===== src/sv/assert_macros.svh =====
// Assertion helpers used by the slot assigner RTL.
`ifndef ASSERT_MACROS_SVH
`define ASSERT_MACROS_SVH

// Clocked, reset-qualified assertion.
`define SBSA_ASSERT(lbl, prop, msg) \
	lbl: assert property (@(posedge clk) disable iff (!arst_n) (prop)) else $error(msg);

// Same, as an implication |=> built from the caller's antecedent and consequent.
`define SBSA_ASSERT_IMP(lbl, ante, cons, msg) \
	lbl: assert property (@(posedge clk) disable iff (!arst_n) (ante) |=> (cons)) \
		else $error(msg);

`endif


===== src/sv/sbsa_ram.sv =====
`timescale 1ns / 1ps
// ---------------------------------------------------------------------------
// sbsa_ram
// Generic single-write, single-read RAM with registered read data.
// ---------------------------------------------------------------------------
module sbsa_ram #(
	parameter int WIDTH = 32,
	parameter int DEPTH = 32
) (
	input  logic                     clk,
	input  logic                     we,
	input  logic [$clog2(DEPTH)-1:0] waddr,
	input  logic [WIDTH-1:0]         wdata,
	input  logic [$clog2(DEPTH)-1:0] raddr,
	output logic [WIDTH-1:0]         rdata
);

	logic [WIDTH-1:0] mem [DEPTH];

	always_ff @(posedge clk) begin
		if (we) begin
			mem[waddr] <= wdata;
		end
		rdata <= mem[raddr];
	end

endmodule


===== config.mk =====
export PLATFORM = sky130hd
export DESIGN_NAME = sbsa_ram
export DESIGN_NICKNAME = d
export VERILOG_FILES = /design/src/sv/assert_macros.svh /design/src/sv/sbsa_ram.sv
export SDC_FILE = /design/constraint.sdc
export NUM_CORES = 1
export LEC_CHECK = 0
export BUFFER_PORTS_ARGS = -buffer_cell sky130_fd_sc_hd__buf_4
export CORE_MARGIN = 2
export CORE_UTILIZATION = 40
export CTS_CLUSTER_DIAMETER = 50
export DETAILED_ROUTE_END_ITERATION = 7
export GPL_TIMING_DRIVEN = 0
export HOLD_SLACK_MARGIN = 0.1
export SETUP_SLACK_MARGIN = 0.1
export SYNTH_ARGS = -nofsm -noshare
export SYNTH_HDL_FRONTEND = slang
export SYNTH_SLANG_ARGS = --single-unit

===== constraint.sdc =====
create_clock -name clk -period 3 [get_ports clk]
set_input_delay 0.6 -clock clk [delete_from_list [all_inputs] [get_ports clk]]
set_output_delay 0.6 -clock clk [all_outputs]
set_load 0.03 [all_outputs]

* Word level (Yosys, flattened, before mapping)
Memory sizes are Yosys's and may differ from the RTL's. A register that Yosys moved wholly into a read port is not among the register bits.
Index checks and enable logic that the tools add are counted.
** Storage, ports and cells
- Memory bits (writable) :: 1024
- Word-level logic and storage cells :: 3
- Input port bits :: 44
- Register bits after elaboration :: 0
- Output and inout bits :: 32
- Memories :: 1
** Cells by class
- Mux-type cells :: 2
** Memories
- mem :: depth 32, bits a word 32, read ports 1, clocked after memory_dff 1, wr ports 1, RTL line sbsa_ram.sv:18 : logic [WIDTH-1:0] mem [DEPTH];
** Operators with widths (number)
- $mux 1 :: 2

* Depth between registers and ports, before layout
- Depth in word-level cells :: 2
- Gate-level depth with buffers :: 8
- Depth with buffers taken out :: 5

* Worst setup path after synthesis
No wires, ideal clock.
- Path type :: input to register
- From :: in waddr[1]
- To :: mem mem[12][0] (enable)
- Arrival :: 2.613 ns
- Required time :: 2.579 ns
- Stages on the path :: 3
- Buffers on the path :: 1
- Setup slack :: -0.034 ns
- Setup time :: 0.421 ns
- Cell sequence :: or3b_2 -> clkbuf_1 -> nor2_1
** RTL lines
- from (decl) :: RTL line sbsa_ram.sv:12 : input logic [$clog2(DEPTH)-1:0] waddr,
- to (decl) :: RTL line sbsa_ram.sv:18
No word-level cell before the write port.

==> results.md <==
* Finished Layout Cells at 3,872
* R2r startpoint: mem[6][14]$_DFFE_PP_
* Measured slew at the worst slew-check pin at 1.18 ns
* Die Height at 322 um
* Register bit total from synthesis at 1,056
* Clock Latency Late Sink at 0.69 ns
* Commonest non-fill, non-tap cell in the layout: edfxtp_1
* Cts bufs inserted at 109
* Slew headroom at 21.6%
* Root buffer cell: clkbuf_16
* Synth warnings at 0
* Avg Vias per Cell at 5.44
* Pwr/cell area at 677 nW/um2
* Initial drt markers at 1,889
* Min cycle time layout at 2.37 ns
* First-pass GRT wire length at 142,000 um
* Syn_nets at 2,304
* Initial antenna violation count at 5
* Switching share of power at 21.9%
* Layout fillers at 8,398
* Final worst slack at 0.626 ns
* Largest net degree at the start of global routing at 33
* Clk sinks at 1,056
* Slew Viols, Final at 0
* Seq pwr share at 51.4%
* Slack of the worst reg-to-reg path at 1.25 ns
* Fraction of layout cells with a size suffix above 1 at 15.2%
* Commonest cells after routing, fill and taps aside: edfxtp_1 (1,024), mux2i_1 (512), clkbuf_16 (111), buf_4 (107)
* Post-CTS Setup Bufs at 0
* Part of the cycle the worst path needs at 79.1%
* Endpoints failing setup at 0
* Router iterations before antenna repair at 6
* H-tree level count at 3
* Area after DPL at 43,600 um2
* Tightest Hold Check Type: in2reg
* Outcome: completed
* Pleak at 16.4 nW
* Hold path depth at 1
* Core Box Area at 100,000 um2
* Via count at 21,100
* Overflow after GRT at 0
* Comb pwr share at 5.7%
* Setup TNS at 0 ns
* TritonCTS clock tree: done
* Crit path kind: in2reg
* Min Hold Slack at 0.331 ns
* Maximum vdd drop at 0.452 mV
* Hold EP: mem[11][28]$_DFFE_PP_
* Final net count at 2,521
* CTS resizes at 0
* Starting Density at 40.4%
* Routed len/inst at 25.5 um
* Post-Syn Area at 40,500 um2
* Seq/Total Area, Yosys at 77.5%
* Reg clk slew, reported paths at 0.06 ns
* Synth Instances at 2,260
* RSZ-0062 raised after global routing: false
* Clock buffer depth at 3
* Final WL at 98,900 um
* Finished Cell Area at 47,300 um2
* Internal at 25.0 mW
* Syn-to-layout area delta at 16.8%
* Max Clk Rate at 421 MHz
* Req. time, crit path at 3.47 ns
* Area of the die at 104,000 um2
* Residual DRC at 0
* CP Launch Type: input port
* Final Wtd Congestion at 0.805
* Post-Place Setup Slack at -0.0705 ns
* HP Start: wdata[28]
* Dpl hpwl at 64,800 um
* All-Layer GR Usage at 19.0%
* Vias in the first global route at 21,500
* Clk_skew at 0.0184 ns
* Switching pwr at 7.00 mW
* Total of max-cap violations at 0
* CP max FO at 10
* Mean post-synth cell area at 17.9 um2
* IO buf count at 74
* CP endpoint kind: flop
* Crit path DAT at 2.84 ns
* Placed insts at 3,664
* Final Hold Vio Count at 0
* Core Rows at 116
* Reg2reg end: rdata[14]$_DFF_P_
* Worst Reg-to-Reg Cells at 5
* DRT antenna net count at 0
* IO Count at 76
* Clock power frac at 42.9%
* Die width at 322 um
* Cts hold-fix bufs at 0
* Library cells used by synthesis at 25
-- worst max path at each step --
stage | startpoint | to | slack (ns) | depth (start not counted)
floorplan | waddr[1] | mem[12][0]$_DFFE_PP_ | -0.03 | 3
global placement | waddr[1] | mem[4][17]$_DFFE_PP_ | -1.71 | 4
detailed placement | raddr[2] | rdata[13]$_DFF_P_ | -0.07 | 8
CTS | raddr[2] | rdata[13]$_DFF_P_ | 0.65 | 8
global route | raddr[1] | rdata[13]$_DFF_P_ | 0.58 | 8
finish | raddr[1] | rdata[14]$_DFF_P_ | 0.63 | 8
-- kinds of logic after synthesis --
family,Yosys count,synth area share (%)
flip-flops,1056,77.5
buffers and inverters,127,1.86
multiplexers,512,12.7
AO/OA/AOI/OAI,288,4.85
AND/OR/NAND/NOR,277,3.10
-- synth_stat cells --
| master | count | share of area, % |
|---|---|---|
| edfxtp_1 | 1024 | 76 |
| mux2i_1 | 512 | 13 |
| nand2_1 | 98 | 0.91 |
| nand3_1 | 98 | 1.2 |
| a21oi_1 | 96 | 1.2 |
| a22oi_1 | 96 | 1.8 |
| a22o_1 | 64 | 1.4 |
| clkbuf_1 | 46 | 0.43 |
| nor2_1 | 34 | 0.32 |
| buf_4 | 33 | 0.61 |
| a31oi_1 | 32 | 0.49 |
| dfxtp_1 | 32 | 1.6 |
| nor3_1 | 32 | 0.40 |
| buf_2 | 26 | 0.32 |
| buf_6 | 15 | 0.42 |
| buf_1 | 5 | 0.046 |
| nand3b_1 | 5 | 0.093 |
| or3b_2 | 3 | 0.065 |
| clkbuf_4 | 2 | 0.037 |
| nand2b_1 | 2 | 0.031 |
| and2_1 | 1 | 0.015 |
| and2b_1 | 1 | 0.019 |
| nor2b_1 | 1 | 0.015 |
| or2_2 | 1 | 0.015 |
| or3_1 | 1 | 0.015 |
-- power groups by stage --
| stage | Combinational [mW] | Clock [mW] | Sequential, mW |
|---|---|---|---|
| after floorplan | 0.848 | 0 | 16.9 |
| after global routing | 1.93 | 14.6 | 16.5 |
| after global placement | 1.75 | 0 | 16.8 |
| after detailed placement | 1.82 | 0 | 16.8 |
| after CTS | 1.83 | 14.0 | 16.5 |
| final | 1.81 | 13.7 | 16.5 |
-- registers in the layout, summed over array words and instances (netlist names) --
name	flops
mem	1024
rdata	32
-- per-stage QoR --
step	utilization [%]	total power, mW
3_3_place_gp	42.6	18.5
3_5_place_dp	43.5	18.6
2_1_floorplan	-	17.7
5_1_grt	47.2	33.0
4_1_cts	47.2	32.3
6_report	47.2	32.0
-- layout make-up --
class                           count  area [um2]  area share, %
Sequential cell                  1056       31400           66.4
Multi-Input combinational cell   1077        8580           18.1
Clock buffer                      132        2880           6.08
Tap cell                         1298        1620           3.43
Timing Repair Buffer              106        1240           2.62
Clock inverter                     75         823           1.74
Buffer                            127         753           1.59
Antenna cell                        1        2.50        0.00529
-- layer usage --
metal / global-route usage (%) / routed length, um / vias to the layer above
li1: - / - / 9421
met1: 24.3 / 41000 / 10800
met2: 32.7 / 49000 / 679
met3: 3.76 / 6450 / 141
met4: 5.75 / 2360 / 4
met5: 0 / 23 / -
-- worst max-delay path, cell delays in order --
cell and delay, ns:
buf_4 0.12, nor2_1 0.13, buf_2 0.33, buf_2 0.40, buf_2 0.38, nand2_1 0.09, a31oi_1 0.44, nand3_1 0.32
Power figures use the tool's default switching activity.
