--- config.mk ---
export PLATFORM = sky130hd
export DESIGN_NAME = sbsa_div
export DESIGN_NICKNAME = d
export VERILOG_FILES = /design/src/sv/assert_macros.svh /design/src/sv/sbsa_pkg.sv /design/src/sv/sbsa_div.sv
export SDC_FILE = /design/constraint.sdc
export NUM_CORES = 1
export LEC_CHECK = 0
export ABC_AREA = 1
export BUFFER_PORTS_ARGS = -buffer_cell sky130_fd_sc_hd__buf_2
export CORE_ASPECT_RATIO = 1.1
export CORE_MARGIN = 2
export CORE_UTILIZATION = 45
export DETAILED_ROUTE_END_ITERATION = 8
export GPL_ROUTABILITY_DRIVEN = 0
export GPL_TIMING_DRIVEN = 0
export PLACE_DENSITY = 0.67
export SLEW_MARGIN = 15
export SYNTH_ARGS = -nofsm -noshare
export SYNTH_HDL_FRONTEND = slang
export SYNTH_SLANG_ARGS = --single-unit
--- constraint.sdc ---
create_clock -name clk -period 2.8 [get_ports clk]
set_input_delay 0.14 -clock clk [delete_from_list [all_inputs] [get_ports clk]]
set_output_delay 0.14 -clock clk [all_outputs]
set_load 0.005 [all_outputs]
--- src/sv/assert_macros.svh ---
// Assertion helpers used by the slot assigner RTL.
`ifndef ASSERT_MACROS_SVH
`define ASSERT_MACROS_SVH

// Clocked, reset-qualified assertion.
`define SBSA_ASSERT(lbl, prop, msg) \
	lbl: assert property (@(posedge clk) disable iff (!arst_n) (prop)) else $error(msg);

// Same, as an implication |=> built from the caller's antecedent and consequent.
`define SBSA_ASSERT_IMP(lbl, ante, cons, msg) \
	lbl: assert property (@(posedge clk) disable iff (!arst_n) (ante) |=> (cons)) \
		else $error(msg);

`endif

--- src/sv/sbsa_pkg.sv ---
`timescale 1ns / 1ps
// ---------------------------------------------------------------------------
// sbsa_pkg
// Shared types and constants of the sprite batch slot assigner.
// ---------------------------------------------------------------------------
package sbsa_pkg;

	localparam int DEF_MAX_QUADS = 1024;
	localparam int DEF_MAX_SLOTS = 32;

	localparam logic [15:0] WIN_W_RST = 16'd800;
	localparam logic [15:0] WIN_H_RST = 16'd600;

	localparam logic [1:0] OP_UV_RECT = 2'd0;
	localparam logic [1:0] OP_UNIT_UV = 2'd1;
	localparam logic [1:0] OP_FLUSH   = 2'd2;

	localparam logic [1:0] KIND_VERTEX = 2'd0;
	localparam logic [1:0] KIND_BIND   = 2'd1;
	localparam logic [1:0] KIND_DRAW   = 2'd2;

	localparam logic [0:0] REG_WIN_W = 1'd0;
	localparam logic [0:0] REG_WIN_H = 1'd1;

	localparam int DIV_DW = 33;   // dividend magnitude bits (|2*pos|)

	typedef enum logic [3:0] {
		ST_IDLE,
		ST_BIND_RD,
		ST_BIND_OUT,
		ST_DRAW,
		ST_SRCH_RD,
		ST_SRCH_CMP,
		ST_SLOT_NEW,
		ST_DIVX_GO,
		ST_DIVX_WAIT,
		ST_DIVY_GO,
		ST_DIVY_WAIT,
		ST_MUL_X,
		ST_MUL_Y,
		ST_MUL_Y2,
		ST_VERT
	} state_t;

	typedef struct packed {
		logic start;
		logic done;
	} div_ctl_t;

	function automatic logic [31:0] sat32(input logic signed [49:0] v);
		logic [31:0] r;
		if (v > 50'sd2147483647) r = 32'h7fff_ffff;
		else if (v < -50'sd2147483648) r = 32'h8000_0000;
		else r = v[31:0];
		return r;
	endfunction

endpackage

--- src/sv/sbsa_div.sv ---
`timescale 1ns / 1ps
// ---------------------------------------------------------------------------
// sbsa_div
// Bit-serial signed-by-unsigned divider, truncating toward zero.
// ---------------------------------------------------------------------------
module sbsa_div (
	input  logic                 clk,
	input  logic                 arst_n,
	input  sbsa_pkg::div_ctl_t   ctl_in,     // start used
	output sbsa_pkg::div_ctl_t   ctl_out,    // done used
	input  logic signed [33:0]   dividend,
	input  logic [15:0]          divisor,
	output logic signed [33:0]   quotient
);

	localparam int CW = $clog2(sbsa_pkg::DIV_DW + 1);

	logic [sbsa_pkg::DIV_DW-1:0] mag_q;
	logic [15:0]                 rem_q;
	logic [15:0]                 den_q;
	logic                        neg_q;
	logic [CW-1:0]               cnt_q;
	logic                        busy_q;
	logic                        done_q;
	logic [16:0]                 trial;
	logic                        fits;

	assign trial = {rem_q, mag_q[sbsa_pkg::DIV_DW-1]};
	assign fits  = trial >= {1'b0, den_q};

	always_ff @(posedge clk or negedge arst_n) begin
		if (!arst_n) begin
			busy_q <= 1'b0;
			done_q <= 1'b0;
			cnt_q  <= '0;
		end else begin
			done_q <= 1'b0;
			if (ctl_in.start) begin
				busy_q <= 1'b1;
				cnt_q  <= CW'(sbsa_pkg::DIV_DW);
			end else if (busy_q) begin
				cnt_q <= cnt_q - 1'b1;
				if (cnt_q == CW'(1)) begin
					busy_q <= 1'b0;
					done_q <= 1'b1;
				end
			end
		end
	end

	always_ff @(posedge clk) begin
		if (ctl_in.start) begin
			neg_q <= dividend[33];
			mag_q <= dividend[33] ? 33'(-dividend) : dividend[32:0];
			den_q <= (divisor == 16'd0) ? 16'd1 : divisor;
			rem_q <= '0;
		end else if (busy_q) begin
			rem_q <= fits ? 16'(trial - {1'b0, den_q}) : trial[15:0];
			mag_q <= {mag_q[sbsa_pkg::DIV_DW-2:0], fits};
		end
	end

	assign quotient      = neg_q ? -$signed({1'b0, mag_q}) : $signed({1'b0, mag_q});
	assign ctl_out.done  = done_q;
	assign ctl_out.start = 1'b0;

endmodule

**Yosys cells after proc, flatten, opt, wreduce, memory -nomap -nowiden**

Cells that the tools add are included.

- Memories: 0
- Word-level logic and storage cells: 28
- Latch bits: 0
- Bits in read-only memories: 0
- Input port bits: 54
- Output and inout bits: 36
- Bits in registers: 74
- RAM bits: 0

- Reduce and logical (&&, ||, !) cells: 2
- Mux-type cells: 13
- Magnitude comparators: 1
- Bitwise logic cells: 0
- Shift-type cells: 0
- Multiply operators: 0
- Divide/modulo/power cells: 0
- Add/sub/neg operators: 4
- Equality and inequality tests: 1

Operator list:

| cell | number |
|---|---|
| two-way mux 33 bit | 3 |
| two-way mux 34 bit | 1 |
| negator 33 -> 34 bit | 1 |
| negator 33 bit | 1 |
| greater-or-equal comparator 17 x 16 -> 1 bit | 1 |
| zero test 16 bit | 1 |
| two-way mux 16 bit | 1 |
| subtractor 16 bit | 1 |
| two-way mux 6 bit | 2 |
| == test 6 x 1 -> 1 bit, second input constant | 1 |
| two-way mux 1 bit | 6 |
| subtractor 6 x 1 -> 6 bit, second input constant | 1 |
| nonzero test 2 bit | 1 |

**Logic depth before layout (Yosys ltp)**

Gate-level depths: netlist of run 1.

- Depth in word-level cells: 4
- Gate-level depth with buffers: 15

**Worst setup path after synthesis of run 1**

OpenSTA, ideal clock, no wires.

- Kind: register -> register
- Start point: reg busy_q
- End point: reg mag_q[0] (netlist name) (enable)
- Path buffers: 0
- Library setup time: 0.552 ns
- Path slack: 0.803 ns
- Required time: 2.248 ns
- Period minus slack after synthesis: 1.997 ns
- Arrival: 1.445 ns
- Stages on the path, launching flop included: 3
- Cell sequence: dfrtp_1 > nor2_2 > clkinv_1

- Cells in the longest elaborated chain, start to end: 1

Ends and longest elaborated chain:

| element | RTL line | source |
|---|---|---|
| from (decl) | sbsa_div.sv:23 | `logic busy_q;` |
| from (signal assigned) | sbsa_div.sv:33 | `busy_q <= 1'b0;` |
| from (signal assigned) | sbsa_div.sv:39 | `busy_q <= 1'b1;` |
| from (signal assigned) | sbsa_div.sv:44 | `busy_q <= 1'b0;` |
| nonzero test 2 bit (no source line) | -- |  |
| to (signal assigned) | sbsa_div.sv:54 | `mag_q <= dividend[33] ? 33'(-dividend) : dividend[32:0];` |
| to (signal assigned) | sbsa_div.sv:59 | `mag_q <= {mag_q[sbsa_pkg::DIV_DW-2:0], fits};` |
| to (decl) | sbsa_div.sv:18 | `logic [sbsa_pkg::DIV_DW-1:0] mag_q;` |

No other way between the ends.
A chain may end at the register's enable or synchronous reset.

**Worst setup path in the final report of run 1**

- Start point: reg mag_q[0] (netlist name)
- End point: out quotient[28]

- Cells in the longest elaborated chain, start to end: 2

Ends and longest elaborated chain:

| element | RTL line | source |
|---|---|---|
| negator 33 -> 34 bit | sbsa_div.sv:63 | `assign quotient = neg_q ? -$signed({1'b0, mag_q}) : $signed({1'b0, mag_q});` |
| two-way mux 34 bit | sbsa_div.sv:63 |  |
| to (decl) | sbsa_div.sv:13 | `output logic signed [33:0] quotient` |

No other way between the ends.

==> flow_metrics.env, run 1 <==
export IMPL_fp_dieW_um=115.8
export IMPL_place_area_um2=6853
export IMPL_worstSetupPathType="flip-flop to primary output"
export IMPL_ir_worst_vdd_uv=365.6
export IMPL_seq_area_frac_synth=0.3269
export IMPL_synthDistinctLibCells=44
export IMPL_skew_ns=0.005674
export IMPL_power_internal_mw=2.800
export IMPL_period_share=0.8741
export IMPL_arrival_ns=2.31
export IMPL_die_area_um2=14700
export IMPL_slew_headroom=0.4709
export IMPL_netlist_area_um2=6186
export IMPL_async_flop_share=0.1081
export IMPL_seqPwrFrac=0.333
export IMPL_cellPowerDensity_nw_per_um2=657.0
export IMPL_numPortBuffers=87
export IMPL_ys_ff_latch=74
export IMPL_synth_edff_count=50
export IMPL_clkPwrFrac=0.220
export IMPL_grt_usage=0.2366
export IMPL_cp_required_ns=2.66
export IMPL_endpoint_kind="primary output"
export IMPL_tightest_slew_ns=0.7863
export IMPL_setup_viol=0
export IMPL_hold_viol=0
export IMPL_layout_drive_gt1_share=0.1417
export IMPL_drt_iter0_drc=395
export IMPL_clock_path_buffers=2
export IMPL_clock_sinks=74
export IMPL_hold_start="dividend[33]"
export IMPL_io_pins=90
export IMPL_comb_power_share=0.447
export IMPL_coreArea_um2=13320
export IMPL_routedWlPerCell_um=13.99
export IMPL_fin_tns_setup_ns=0
export IMPL_status="completed"
export IMPL_initial_core_util=0.4643
export IMPL_design_area_um2=7118
export IMPL_synth_flop_cell="edfxtp_1"
export IMPL_crit_fanout=6
export IMPL_h_tree_depth=3
export IMPL_finalCriticalPeriod_ns=2.447
export IMPL_cp_startpoint="mag_q[0]"
export IMPL_yosysWarnings=0
export IMPL_rr_startpoint="mag_q[32]"
export IMPL_clock_latency_ns=0.33
export IMPL_syn_num_nets=987
export IMPL_grt_pass1_vias=5897
export IMPL_synth_area_per_cell_um2=6.783
export IMPL_path_clk_slew_ns=0.06
export IMPL_vias=6038
export IMPL_drv_cap=0
export IMPL_die_h_um=127.0
export IMPL_dr_pass1_iters=5
export IMPL_fillers=1401
export IMPL_routed_wl_mm=16.79
export IMPL_grt_antenna_before_repair=0
export IMPL_power_total_mw=4.676
export IMPL_area_delta_synth_final_pct=15.07
export IMPL_diodes=0
export IMPL_grt_pass1_wl_mm=27.31
export IMPL_final_max_slew_viol_count=0
export IMPL_hold_class="input pin to flip-flop"
export IMPL_mostFrequentLayoutCells="nand2_1, inv_1, nor2_1"
export IMPL_grt_max_degree=43
export IMPL_dp_final_hpwl_mm=13.31
export IMPL_rows=44
export IMPL_power_leakage_nw=3.460
export IMPL_cp_start_kind="flip-flop"
export IMPL_swShare=0.4013
export IMPL_drc=0
export IMPL_final_common_cell="nand2_1"
export IMPL_finalHoldWorstSlack_ns=0.05006
export IMPL_post_cts_setup_buffers=0
export IMPL_synth_cells=912
export IMPL_cts_tree="done"
export IMPL_ant_nets=0
export IMPL_rsz0062_at_grt="false"
export IMPL_final_core_util=0.5343
export IMPL_cts_root_buffer="clkbuf_16"
export IMPL_viasPerCell=5.032
export IMPL_nNetsFinal=1086
export IMPL_cts_buffers=9
export IMPL_max_freq_ghz=0.4086
export IMPL_netSwitchingPower_mw=1.877
export IMPL_gr_total_overflow=0
[sequential cells by signal, summed over array words and instances, names as in the netlist]
| signal | count |
|---|---|
| done_q | 1 |
| neg_q | 1 |
| den_q | 16 |
| busy_q | 1 |
| cnt_q | 6 |
| rem_q | 16 |
| mag_q | 33 |
[per-layer routing]
metal / up-vias / GRT usage / routed length, um
met5: - / 0 / 0
met4: 0 / 0.1008 / 653
met3: 36 / 0.02609 / 611
met2: 128 / 0.4269 / 8449
met1: 2744 / 0.2824 / 7074
li1: 3130 / - / -
[through the flow]
stage / instances / setup WS (ns)
detailed placement: 1183 / 0.2461
finish: 1200 / 0.3527
global route: 1200 / 0.2148
global placement: 1183 / -0.5134
CTS: 1200 / 0.3336
floorplan: 912 / 0.8026
[final timing paths]
check / to / slack (ns) / cells past startpoint
max: quotient[28] / 0.35 / 8
max reg2reg: rem_q[12] / 0.69 / 11
min in group asynchronous: cnt_q[3] / 0.18 / 2
min: neg_q / 0.05 / 1
max in group asynchronous: cnt_q[0] / 2.45 / 2
min reg2reg: rem_q[12] / 0.47 / 2
[synth_stat cells (all sizes together), types with 2 or more instances]
| master | n | area [um2] |
|---|---|---|
| inv | 126 | 473.0 |
| nor2 | 110 | 450.4 |
| clkinv | 2 | 7.510 |
| o21bai | 3 | 22.52 |
| and2 | 3 | 18.77 |
| or2 | 3 | 18.77 |
| dfrtp | 8 | 200.2 |
| o31ai | 3 | 22.52 |
| nor3 | 8 | 40.04 |
| xnor2 | 16 | 140.1 |
| nand4 | 19 | 118.9 |
| dfxtp | 16 | 320.3 |
| nand3b | 10 | 75.07 |
| a21oi | 19 | 102.6 |
| nand2 | 247 | 957.2 |
| o21ai | 61 | 312.8 |
| buf | 10 | 82.58 |
| nand3 | 101 | 555.5 |
| xor2 | 36 | 315.3 |
| clkbuf | 29 | 108.9 |
| a31oi | 2 | 12.51 |
| ha | 20 | 250.2 |
| nor4 | 4 | 25.02 |
| edfxtp | 50 | 1501 |
[critical path: stages, from the launching register on]
cell      delay, ns
edfxtp_1       0.40
inv_1          0.14
ha_1           0.31
inv_1          0.09
nor3_1         0.36
nand4_1        0.17
xnor2_1        0.15
o21ai_0        0.21
buf_2          0.16
[layout make-up]
| cell class | count | area (um2) | area share |
|---|---|---|---|
| Tap cell | 184 | 230.2 | 0.03234 |
| Timing Repair Buffer | 88 | 445.4 | 0.06258 |
| Clock inverter | 4 | 18.77 | 0.002637 |
| Buffer | 39 | 191.4 | 0.02689 |
| Sequential cell | 74 | 2022 | 0.2841 |
| Inverter | 128 | 481.7 | 0.06767 |
| Clock buffer | 12 | 236.5 | 0.03322 |
| Multi-Input combinational cell | 671 | 3492 | 0.4906 |
[what timing repair did]
action / 4_1_cts / 5_1_grt
resized for setup: 0 / 0
hold endpoints to repair: 8 / 0
hold buffers: 1 / 0
[kinds of logic (layout without fill, tap and decap cells)]
group	Yosys count	count (layout)	synth area share
flip-flops	74	74	0.3269
AND/OR/NAND/NOR	506	506	0.3663
XOR/XNOR	52	52	0.07362
buffers and inverters	167	271	0.1086
adder cells (fa/ha/maj)	21	21	0.04369
other	1	1	0.0006062
AO/OA/AOI/OAI	91	91	0.08030
[power by group through the flow]
stage	combinational [mW]	clock, mW	sequential (mW)
after CTS	2.10	1.04	1.56
after floorplan	1.53	0	1.53
after global routing	2.37	1.08	1.59
after global placement	2.06	0	1.57
after detailed placement	2.08	0	1.58
final	2.09	1.03	1.56
Note: power is estimated with default switching activity, not from simulation.
==> run 2: changes to the inputs <==
--- a/config.mk
+++ b/config.mk
@@ -10,6 +10,7 @@
 export CORE_ASPECT_RATIO = 1.1
 export CORE_MARGIN = 2
 export CORE_UTILIZATION = 45
+export CTS_BUF_LIST = sky130_fd_sc_hd__clkbuf_8
 export DETAILED_ROUTE_END_ITERATION = 8
 export GPL_ROUTABILITY_DRIVEN = 0
 export GPL_TIMING_DRIVEN = 0
==> run 2 against run 1 <==
  * Via count fell by 0.88%
  * Sequential share of layout area rose by 0.41 points
  * Power fell by 7.2%
  * First-iteration DRC count fell by 8.4%
  * Cell area fell by 1.4%
  * Utilization fell by 0.76 points
  * Critical path type unchanged
==> flow_metrics.env, run 2 (synthesized netlist as in run 1, its figures left out) <==
export IMPL_cellPowerDensity_nw_per_um2=618.6
export IMPL_slew_headroom=0.4622
export IMPL_top_register="mag_q"
export IMPL_gr_total_overflow=0
export IMPL_finalCriticalPeriod_ns=2.464
export IMPL_coreArea_um2=13320
export IMPL_cts_root_buffer="clkbuf_8"
export IMPL_rows=44
export IMPL_status="completed"
export IMPL_dp_final_hpwl_mm=13.31
export IMPL_crit_fanout=6
export IMPL_skew_ns=0.01099
export IMPL_largest_reg_flops=33
export IMPL_endpoint_kind="primary output"
export IMPL_viasPerCell=4.988
export IMPL_final_core_util=0.5267
export IMPL_final_cells=1200
export IMPL_max_freq_ghz=0.4059
export IMPL_clock_sinks=74
export IMPL_h_tree_depth=3
export IMPL_fillers=1418
export IMPL_numPortBuffers=87
export IMPL_rsz0062_at_grt="false"
export IMPL_drc=0
export IMPL_area_delta_synth_final_pct=13.43
export IMPL_period_share=0.8798
export IMPL_vias=5985
export IMPL_diodes=0
export IMPL_die_h_um=127.0
export IMPL_grt_max_degree=43
export IMPL_mostFrequentLayoutCells="nand2_1, inv_1, nor2_1"
export IMPL_cts_buffers=9
export IMPL_fp_dieW_um=115.8
export IMPL_cts_tree="done"
export IMPL_dp_cells=1183
export IMPL_die_area_um2=14700
export IMPL_drv_cap=0
export IMPL_routed_wl_mm=16.55
export IMPL_drt_iter0_drc=362
export IMPL_ant_nets=0
export IMPL_grt_antenna_before_repair=0
export IMPL_dr_pass1_iters=7
export IMPL_cp_required_ns=2.66
export IMPL_power_leakage_nw=3.426
export IMPL_reg_largest_list="mag_q x33, den_q x16, rem_q x16"
export IMPL_post_cts_setup_buffers=0
export IMPL_grt_pass1_wl_mm=27.16
export IMPL_worstSetupPathType="flip-flop to primary output"
export IMPL_path_clk_slew_ns=0.07
export IMPL_hold_class="input pin to flip-flop"
export IMPL_io_pins=90
export IMPL_routedWlPerCell_um=13.79
export IMPL_tightest_slew_ns=0.7994
export IMPL_nNetsFinal=1086
export IMPL_layout_drive_gt1_share=0.1417
export IMPL_ir_worst_vdd_uv=290.0
export IMPL_hold_viol=0
export IMPL_final_max_slew_viol_count=0
export IMPL_clock_latency_ns=0.36
export IMPL_grt_usage=0.2366
export IMPL_grt_pass1_vias=5871
export IMPL_cp_start_kind="flip-flop"
export IMPL_clock_path_buffers=2
export IMPL_arrival_ns=2.32
export IMPL_setup_viol=0
export IMPL_final_common_cell="nand2_1"
export IMPL_initial_core_util=0.4643
[run 2: cell types whose count changed in the layout (fill, tap and decap cells not counted), sizes merged]
cell	change
clkbuf	-3
inv	+3
[run 2: path summary, 6_finish.rpt]
kind | startpoint | endpoint | slack, ns | cells after the start
worst max-delay path | mag_q[0] | quotient[28] | 0.34 | 8
worst min-delay path | dividend[33] | neg_q | 0.03 | 1
worst max register to register | mag_q[32] | rem_q[12] | 0.67 | 11
worst min register to register | rem_q[15] | rem_q[15] | 0.47 | 2
max in group asynchronous | arst_n | cnt_q[0] | 2.47 | 2
min in group asynchronous | arst_n | cnt_q[3] | 0.16 | 2
[run 2: critical path: stages (launching register included)]
cell and delay, ns:
edfxtp_1 0.40, inv_1 0.14, ha_1 0.30, inv_1 0.09, nor3_1 0.37, nand4_1 0.17, xnor2_1 0.15, o21ai_0 0.20
buf_2 0.16
[run 2: through the flow]
step                cell area, um2  power, mW  hold WS [ns]  setup slack [ns]  setup TNS, ns
CTS                           7017      4.376      0.005266            0.3079              0
floorplan                     6186      3.063       -0.1556            0.8026              0
finish                        7017      4.341       0.02745            0.3364              0
global route                  7017      4.723      0.008128            0.1775              0
global placement              6852      3.635     -0.007696           -0.5134         -20.87
detailed placement            6853      3.656     -0.004294            0.2461              0
[run 2: cell type report]
type / instances / area [um2] / area share
Buffer: 39 / 191.4 / 0.02728
Clock buffer: 9 / 123.9 / 0.01765
Clock inverter: 7 / 30.03 / 0.004280
Inverter: 128 / 481.7 / 0.06865
Multi-Input combinational cell: 671 / 3492 / 0.4977
Sequential cell: 74 / 2022 / 0.2882
Tap cell: 184 / 230.2 / 0.03281
Timing Repair Buffer: 88 / 445.4 / 0.06348
[run 2: what timing repair did]
item | CTS | global route
resized for setup | 0 | 0
hold buffers | 1 | 0
endpoints found under the setup margin | 0 | 0
endpoints found under the hold margin | 8 | 0
[run 2: routing by layer]
layer | share of wire | wire [um] | global-route usage | vias to the layer above
met5 | 0 | 0 | 0 | -
met4 | 0.039 | 653 | 0.1015 | 0
met3 | 0.039 | 638 | 0.03795 | 35
met2 | 0.50 | 8263 | 0.4166 | 123
met1 | 0.42 | 6996 | 0.2836 | 2701
li1 | - | - | - | 3126
[run 2: where the power goes]
part	total (mW)	internal (mW)	switching (mW)	leakage [nW]
sequential	1.55	1.40	0.159	0.755
clock	0.702	0.305	0.398	0.0940
combinational	2.08	0.807	1.28	2.58
total	4.34	2.51	1.83	3.43
